File: src/design/pnz_pkg.sv
`timescale 1ns / 1ps
// ----------------------------------------------------------------------------
// pnz_pkg: shared types and constants
// Item kinds, configuration register indexes, lattice cell bundle and the
// back-end status word used by the noise evaluator.
// ----------------------------------------------------------------------------
package pnz_pkg;

  localparam int unsigned PERM_SIZE = 256;
  localparam int unsigned IDX_W     = 8;
  localparam int unsigned COORD_W   = 32;
  localparam int unsigned OFF_W     = 24;
  localparam int unsigned OUT_W     = 18;
  localparam int unsigned OUT_FRAC  = 16;
  localparam int unsigned CFG_IDX_W = 2;
  localparam int unsigned OUT_DEPTH = 16;
  localparam int unsigned CNT_W     = $clog2(OUT_DEPTH + 1);

  // input word kinds
  typedef enum logic {
    KIND_LOAD = 1'b0,
    KIND_EVAL = 1'b1
  } kind_e;

  // configuration register indexes
  typedef enum logic [CFG_IDX_W-1:0] {
    CFG_OFFSET_X = 2'd0,
    CFG_OFFSET_Y = 2'd1,
    CFG_OFFSET_Z = 2'd2
  } cfg_idx_e;

  // wrapped lattice cell per axis
  typedef struct packed {
    logic [IDX_W-1:0] x;
    logic [IDX_W-1:0] y;
    logic [IDX_W-1:0] z;
  } cell_t;

  // back-end occupancy
  typedef struct packed {
    logic [CNT_W-1:0] credits;
    logic [CNT_W-1:0] out_count;
  } back_stat_t;

endpackage

File: src/design/pnz_front.sv
`timescale 1ns / 1ps
// ----------------------------------------------------------------------------
// pnz_front: input side
// Accepts words, adds the axis offsets, splits each axis into cell and
// fraction, and queues the result for the back end.
// ----------------------------------------------------------------------------
module pnz_front #(
  parameter int unsigned FRAC_BITS = 16
) (
  input  logic                                  clk_i,
  input  logic                                  rst_ni,
  input  logic                                  push_i,
  output logic                                  full_o,
  input  logic                                  kind_i,
  input  logic [pnz_pkg::IDX_W-1:0]             table_index_i,
  input  logic [pnz_pkg::IDX_W-1:0]             table_value_i,
  input  logic signed [pnz_pkg::COORD_W-1:0]    x_coord_i,
  input  logic signed [pnz_pkg::COORD_W-1:0]    y_coord_i,
  input  logic signed [pnz_pkg::COORD_W-1:0]    z_coord_i,
  input  logic [pnz_pkg::OFF_W-1:0]             offset_x_i,
  input  logic [pnz_pkg::OFF_W-1:0]             offset_y_i,
  input  logic [pnz_pkg::OFF_W-1:0]             offset_z_i,
  output logic                                  item_valid_o,
  input  logic                                  item_ready_i,
  output pnz_pkg::kind_e                        item_kind_o,
  output logic [pnz_pkg::IDX_W-1:0]             item_tidx_o,
  output logic [pnz_pkg::IDX_W-1:0]             item_tval_o,
  output pnz_pkg::cell_t                        item_cell_o,
  output logic [2:0][FRAC_BITS-1:0]             item_frac_o
);
  import pnz_pkg::*;

  localparam int unsigned DEPTH = 4;
  localparam int unsigned PTR_W = 2;
  localparam int unsigned SUM_W = COORD_W + 1;

  typedef struct packed {
    kind_e                    kind;
    logic [IDX_W-1:0]         tidx;
    logic [IDX_W-1:0]         tval;
    cell_t                    lat;
    logic [2:0][FRAC_BITS-1:0] frac;
  } entry_t;

  logic signed [COORD_W-1:0] coord [3];
  logic [OFF_W-1:0]          off   [3];
  logic signed [SUM_W-1:0]   sum   [3];
  entry_t                    wr_entry;
  entry_t                    mem_q [DEPTH];
  logic [PTR_W-1:0]          wr_ptr_q, wr_ptr_d, rd_ptr_q, rd_ptr_d;
  logic [PTR_W:0]            cnt_q, cnt_d;
  logic                      push_ok, pop_ok;

  assign coord[0] = x_coord_i;
  assign coord[1] = y_coord_i;
  assign coord[2] = z_coord_i;
  assign off[0]   = offset_x_i;
  assign off[1]   = offset_y_i;
  assign off[2]   = offset_z_i;

  // offset add and axis split
  always_comb begin
    for (int i = 0; i < 3; i++) begin
      sum[i] = SUM_W'(coord[i]) + $signed(SUM_W'(off[i]));
    end
    wr_entry.kind   = kind_e'(kind_i);
    wr_entry.tidx   = table_index_i;
    wr_entry.tval   = table_value_i;
    wr_entry.lat.x  = sum[0][FRAC_BITS +: IDX_W];
    wr_entry.lat.y  = sum[1][FRAC_BITS +: IDX_W];
    wr_entry.lat.z  = sum[2][FRAC_BITS +: IDX_W];
    for (int i = 0; i < 3; i++) begin
      wr_entry.frac[i] = sum[i][FRAC_BITS-1:0];
    end
  end

  assign full_o  = (cnt_q == (PTR_W+1)'(DEPTH));
  assign push_ok = push_i && !full_o;
  assign pop_ok  = item_valid_o && item_ready_i;

  // queue pointers
  always_comb begin
    wr_ptr_d = push_ok ? wr_ptr_q + PTR_W'(1) : wr_ptr_q;
    rd_ptr_d = pop_ok ? rd_ptr_q + PTR_W'(1) : rd_ptr_q;
    cnt_d    = cnt_q + (PTR_W+1)'(push_ok) - (PTR_W+1)'(pop_ok);
  end

  always_ff @(posedge clk_i or negedge rst_ni) begin
    if (!rst_ni) begin
      wr_ptr_q <= '0;
      rd_ptr_q <= '0;
      cnt_q    <= '0;
    end else begin
      wr_ptr_q <= wr_ptr_d;
      rd_ptr_q <= rd_ptr_d;
      cnt_q    <= cnt_d;
    end
  end

  always_ff @(posedge clk_i) begin
    if (push_ok) begin
      mem_q[wr_ptr_q] <= wr_entry;
    end
  end

  // head of queue
  assign item_valid_o = (cnt_q != '0);
  assign item_kind_o  = mem_q[rd_ptr_q].kind;
  assign item_tidx_o  = mem_q[rd_ptr_q].tidx;
  assign item_tval_o  = mem_q[rd_ptr_q].tval;
  assign item_cell_o  = mem_q[rd_ptr_q].lat;
  assign item_frac_o  = mem_q[rd_ptr_q].frac;

endmodule

File: config.mk
export PLATFORM = sky130hd
export DESIGN_NAME = pnz_front
export DESIGN_NICKNAME = d
export VERILOG_FILES = /design/src/design/pnz_pkg.sv /design/src/design/pnz_front.sv
export SDC_FILE = /design/constraint.sdc
export NUM_CORES = 1
export LEC_CHECK = 0
export BUFFER_PORTS_ARGS = -buffer_cell sky130_fd_sc_hd__buf_2
export CAP_MARGIN = 20
export CORE_ASPECT_RATIO = 1.1
export CORE_MARGIN = 1
export CORE_UTILIZATION = 40
export DETAILED_ROUTE_END_ITERATION = 16
export GPL_ROUTABILITY_DRIVEN = 1
export GPL_TIMING_DRIVEN = 0
export PLACE_DENSITY = 0.67
export SLEW_MARGIN = 5
export SYNTH_ARGS = -nofsm -noshare
export SYNTH_HDL_FRONTEND = slang
export SYNTH_SLANG_ARGS = --single-unit
File: constraint.sdc
create_clock -name clk_i -period 3.1 [get_ports clk_i]
set_input_delay 0 -clock clk_i [delete_from_list [all_inputs] [get_ports clk_i]]
set_output_delay 0 -clock clk_i [all_outputs]
set_load 0.05 [all_outputs]
---- After elaboration in Yosys (flattened, before gate mapping) ----
Memories as Yosys holds them, arrays and structs flattened.
Index checks and enable logic that the tools add are counted.
operators by class
  add/subtract/negate cells ............... 7
  $mul .................................... 0
  divide/modulo/power cells ............... 0
  $lt $le $gt $ge ......................... 0
  equality and inequality tests ........... 1
  shift-type cells ........................ 0
  mux-type cells .......................... 2
  bitwise operators ....................... 0
  reduce and logical (&&, ||, !) cells .... 4
operator list
  kind                   number
  $add A24 B24 Y24       3
  $add A2 B1 Y2 const B  2
  $add A3 B1 Y3          1
  $eq A3 B3 Y1 const B   1
  $reduce_bool A3 Y1     1
  $sub A3 B1 Y3          1
  $logic_and A1 B1 Y1    2
  $mux W1                2
  $logic_not A1 Y1       1
storage, ports and cells
  bits in registers ....................... 7
  latch bits .............................. 0
  RAM bits ................................ 356
  bits in read-only memories .............. 0
  input bits .............................. 189
  output and inout port bits .............. 91
  logic and storage cells ................. 18
  memories kept ........................... 1
memory list
  memory  words  bits a word  rd ports  clocked after memory_dff  wr ports  line             text
  mem_q   4      89           1         0                         1         pnz_front.sv:49  entry_t mem_q [DEPTH];

---- Depth between registers and ports, before layout ----
  depth in word-level cells ............... 5
  depth in mapped cells ................... 9
  depth with buffers taken out ............ 9

---- Least setup slack after synthesis ----
Ideal clock, no wire load.
  kind .................................... reg-to-reg
  from .................................... reg cnt_q[1]
  to ...................................... mem mem_q[0][0] (netlist bit) (enable)
  library setup time ...................... 0.654 ns
  arrival ................................. 3.028 ns
  data required time ...................... 2.446 ns
  slack ................................... -0.582 ns
  cell stages (with the launch flop) ...... 5
  path buffers ............................ 1
  clock period less this slack ............ 3.682 ns
  path through ............................ dfrtp_1 -> nor3b_1 -> nor2b_1 -> clkbuf_1 -> and2_1
between the ends
  word-level cells in the longest chain between the ends .. 5
ends and longest elaborated chain
  what                           line              text
  from (decl)                    pnz_front.sv:51   logic [PTR_W:0] cnt_q, cnt_d;
  from (signal assigned)         pnz_front.sv:96   cnt_q <= cnt_d;
  $eq A3 B3 Y1                   pnz_front.sv:77   assign full_o = (cnt_q == (PTR_W+1)'(DEPTH));
  via full_o                     pnz_front.sv:13   output logic full_o,
  $logic_not A1 Y1               pnz_front.sv:78   assign push_ok = push_i && !full_o;
  $logic_and A1 B1 Y1            pnz_front.sv:78
  $mux W1                        pnz_front.sv:101  if (push_ok) begin
  $mux W1 (implied by the code)  pnz_front.sv:102  mem_q[wr_ptr_q] <= wr_entry;
  to (decl)                      pnz_front.sv:49
The timed path passes the listed nets, and every way through them passes these cells.

==> metrics.txt <==
layout cells sized above 1=31.4%; Worst Path Buf+Inv=2; via count=9825; period utilisation layout=92.3%; Final Util=49.9%; post-synthesis sequential area ratio=65.5%; ys flop type=edfxtp_1; worst slew pin tran=845 ps; Final Hold Viols=0; crit path from=rd_ptr_q[0]; synth warn=0; RSZ-0062 raised after global routing=false; Root Buffer=clkbuf_16; port bufs=255; fmax=350 MHz; Area Growth Syn to Fin=22.0%; CP max-delay cell=dfrtp_1; io pins=280; Finished Cell Area=0.0203 mm²; final setup fails=0; Async SR Flop Fraction=1.93%; grt ovf=0; worst endpoint data arrival time=2860 ps; adder-cell share of the synthesized area=6.14%; Initial Utilization=40.9%; Period minus WS final=2860 ps; worst-skew pair later-pin latency=520 ps; Gate Count Post-Synth=974; # nets final=1573; postcts setup bufs=0; first-pass GRT wire length=54600 µm; Yosys top cell by area=edfxtp_1; initial antenna violation count=2; Critical Setup Path Class=flip-flop to output port; final wirelength=35300 µm; Synth Area in Compound Gates=7.79%; Residual DRC=0; family with the most delay on the worst path=buffers and inverters; H-tree depth=2; main combinational cell family by area after synthesis=multiplexers; xor/xnor share of the synthesized area=3.64%; max-cap violation count=0; Worst Path Max Fanout=10; Reg clk slew, reported paths=60 ps; CP Capture Type=output port; multiplexer share of the synthesized area=12.1%; commonest cells after routing, fill and taps aside=edfxtp_1, buf_2, mux4_2; simple-gate area share of the yosys netlist=3.60%; Antenna Nets Post-Route=0; vias in the first global route=10000; HP Class=primary input to flip-flop; power density over the cells=960 mW/mm²; fin cells=1884; DR pass1 iterations=4; CTS Buffer Depth=3; HPWL after DPL=23800 µm; synthesized flop and latch total=363; Worst EP required=3100 ps; CP cell instances=clkdlybuf4s15_1 -> mux4_2 -> buf_2; core area=0.0406 mm²; hold path start=offset_y_i[23]; Leak=7.43 nW; initial drt markers=548; synthesized area=0.0166 mm²; largest net degree at the start of global routing=52; largest cells by area after synthesis=edfxtp_1, mux4_2, ha_1, xnor2_1, a21oi_1; commonest non-fill, non-tap cell in the layout=edfxtp_1; die area=0.0423 mm²; Row Count=77; clk sinks=363; GRT Total Usage=16.8%; Inst Count DP=1786; routability cong.=0.919; Max-slew headroom=43.6%; Post-synth EDFFs=356; fillcell total=3450; status=finished, final reports clean; Mapped Avg Cell Area=17.0 µm²; CTS buffer count=37; slowest stage delay, CP=760 ps; maximum vdd drop=527 µV; Final Skew=15.6 ps; Cell variety after synth=52; Max Slew Vio Count=0; Syn Nets=1242; Die Span Y=216 µm; CP startpoint kind=flip-flop; routed vias/inst=5.21; CTS tree=built; Synth top area share=64.4%; placed cell areas=0.0187 mm²; DR WL/cell=18.8 µm; DIE WIDTH=196 µm; R2R Path Start=cnt_q[2]
## synthesized netlist by cell type, types with 4 or more instances
cell	count
edfxtp_1	356
mux4_2	89
ha_1	75
a21oi_1	69
xnor2_1	49
nand2_1	34
inv_1	27
a21o_1	26
o21ai_0	26
clkbuf_1	20
nor2_1	20
xor2_1	20
o21bai_1	15
nand3_1	11
a211oi_1	10
buf_1	10
and2_1	8
nor2b_1	8
nor3_1	8
dfrtp_1	7
nand4_1	7
o21a_1	7
o2111ai_1	5
o211ai_1	5
o31ai_1	5
a211o_1	4
a311oi_1	4
a31oi_1	4
fa_1	4
nand2b_1	4
## metrics by stage
stage	setup TNS (ps)	total power [W]	setup slack [ps]	hold WS (ps)
after CTS	0	0.0197	73.2	3.81
after floorplan	0	0.0131	529	-296
after detailed placement	0	0.0153	214	-152
after global routing	0	0.0203	46.6	38.9
final	0	0.0194	240	24.5
after global placement	-157120	0.0151	-468	-156
## final cells by class
cell class | count | area (µm²) | area share [%]
clock buffer | 45 | 956 | 4.72
multi-input combinational | 554 | 5540 | 27.3
clock inverter | 18 | 215 | 1.06
timing repair buffer | 293 | 1730 | 8.52
antenna | 2 | 5.00 | 0.0247
inverter | 27 | 101 | 0.500
buffer | 29 | 160 | 0.791
tap | 553 | 692 | 3.42
sequential | 363 | 10900 | 53.6
## metal layers
layer / track usage (%) / wire length (µm)
met1: 21.5 / 15300
met2: 28.8 / 17500
met3: 3.44 / 1800
met4: 4.84 / 754
met5: 0 / 0
## power breakdown
group          switching, W  leakage (nW)  internal, W
Sequential         0.000241          3.34      0.00673
Clock               0.00177         0.581      0.00261
Combinational       0.00562          3.51      0.00247
Total               0.00763          7.43       0.0118
## tightest hold or removal path, delay by kind of cell
kind | cells | cell delay (ps)
xor+xnor | 2 | 260
buf+inv | 1 | 80
## registers in the layout, indices dropped and copies added (netlist names)
signal and count:
rd_ptr_q 2, mem_q 356, cnt_q 3, wr_ptr_q 2
## logic make-up after synthesis
group	after synthesis
DFF	363
AOI/OAI and AO/OA	199
and+or+nand+nor	118
muxes	89
adders and majority gates	79
xor gates and xnor gates	69
buffers and inverters	57
## final timing paths
kind	depth (start not counted)	end	slack, ps
min in group asynchronous	3	cnt_q[0]	440
worst min-delay path	3	mem_q[0][63]	20
worst min register to register	1	cnt_q[0]	590
worst max-delay path	3	item_frac_o[13]	240
worst max register to register	5	mem_q[1][26]	630
max in group asynchronous	3	wr_ptr_q[1]	2410
## what timing repair did
item | 4_1_cts | 5_1_grt
hold buffers | 34 | 0
gates resized for setup | 13 | 1
endpoints found under the hold margin | 106 | 0
pin swaps | 0 | 0
setup endpoints to repair | 88 | 4
No activity file was read; power rests on OpenSTA's default activity.
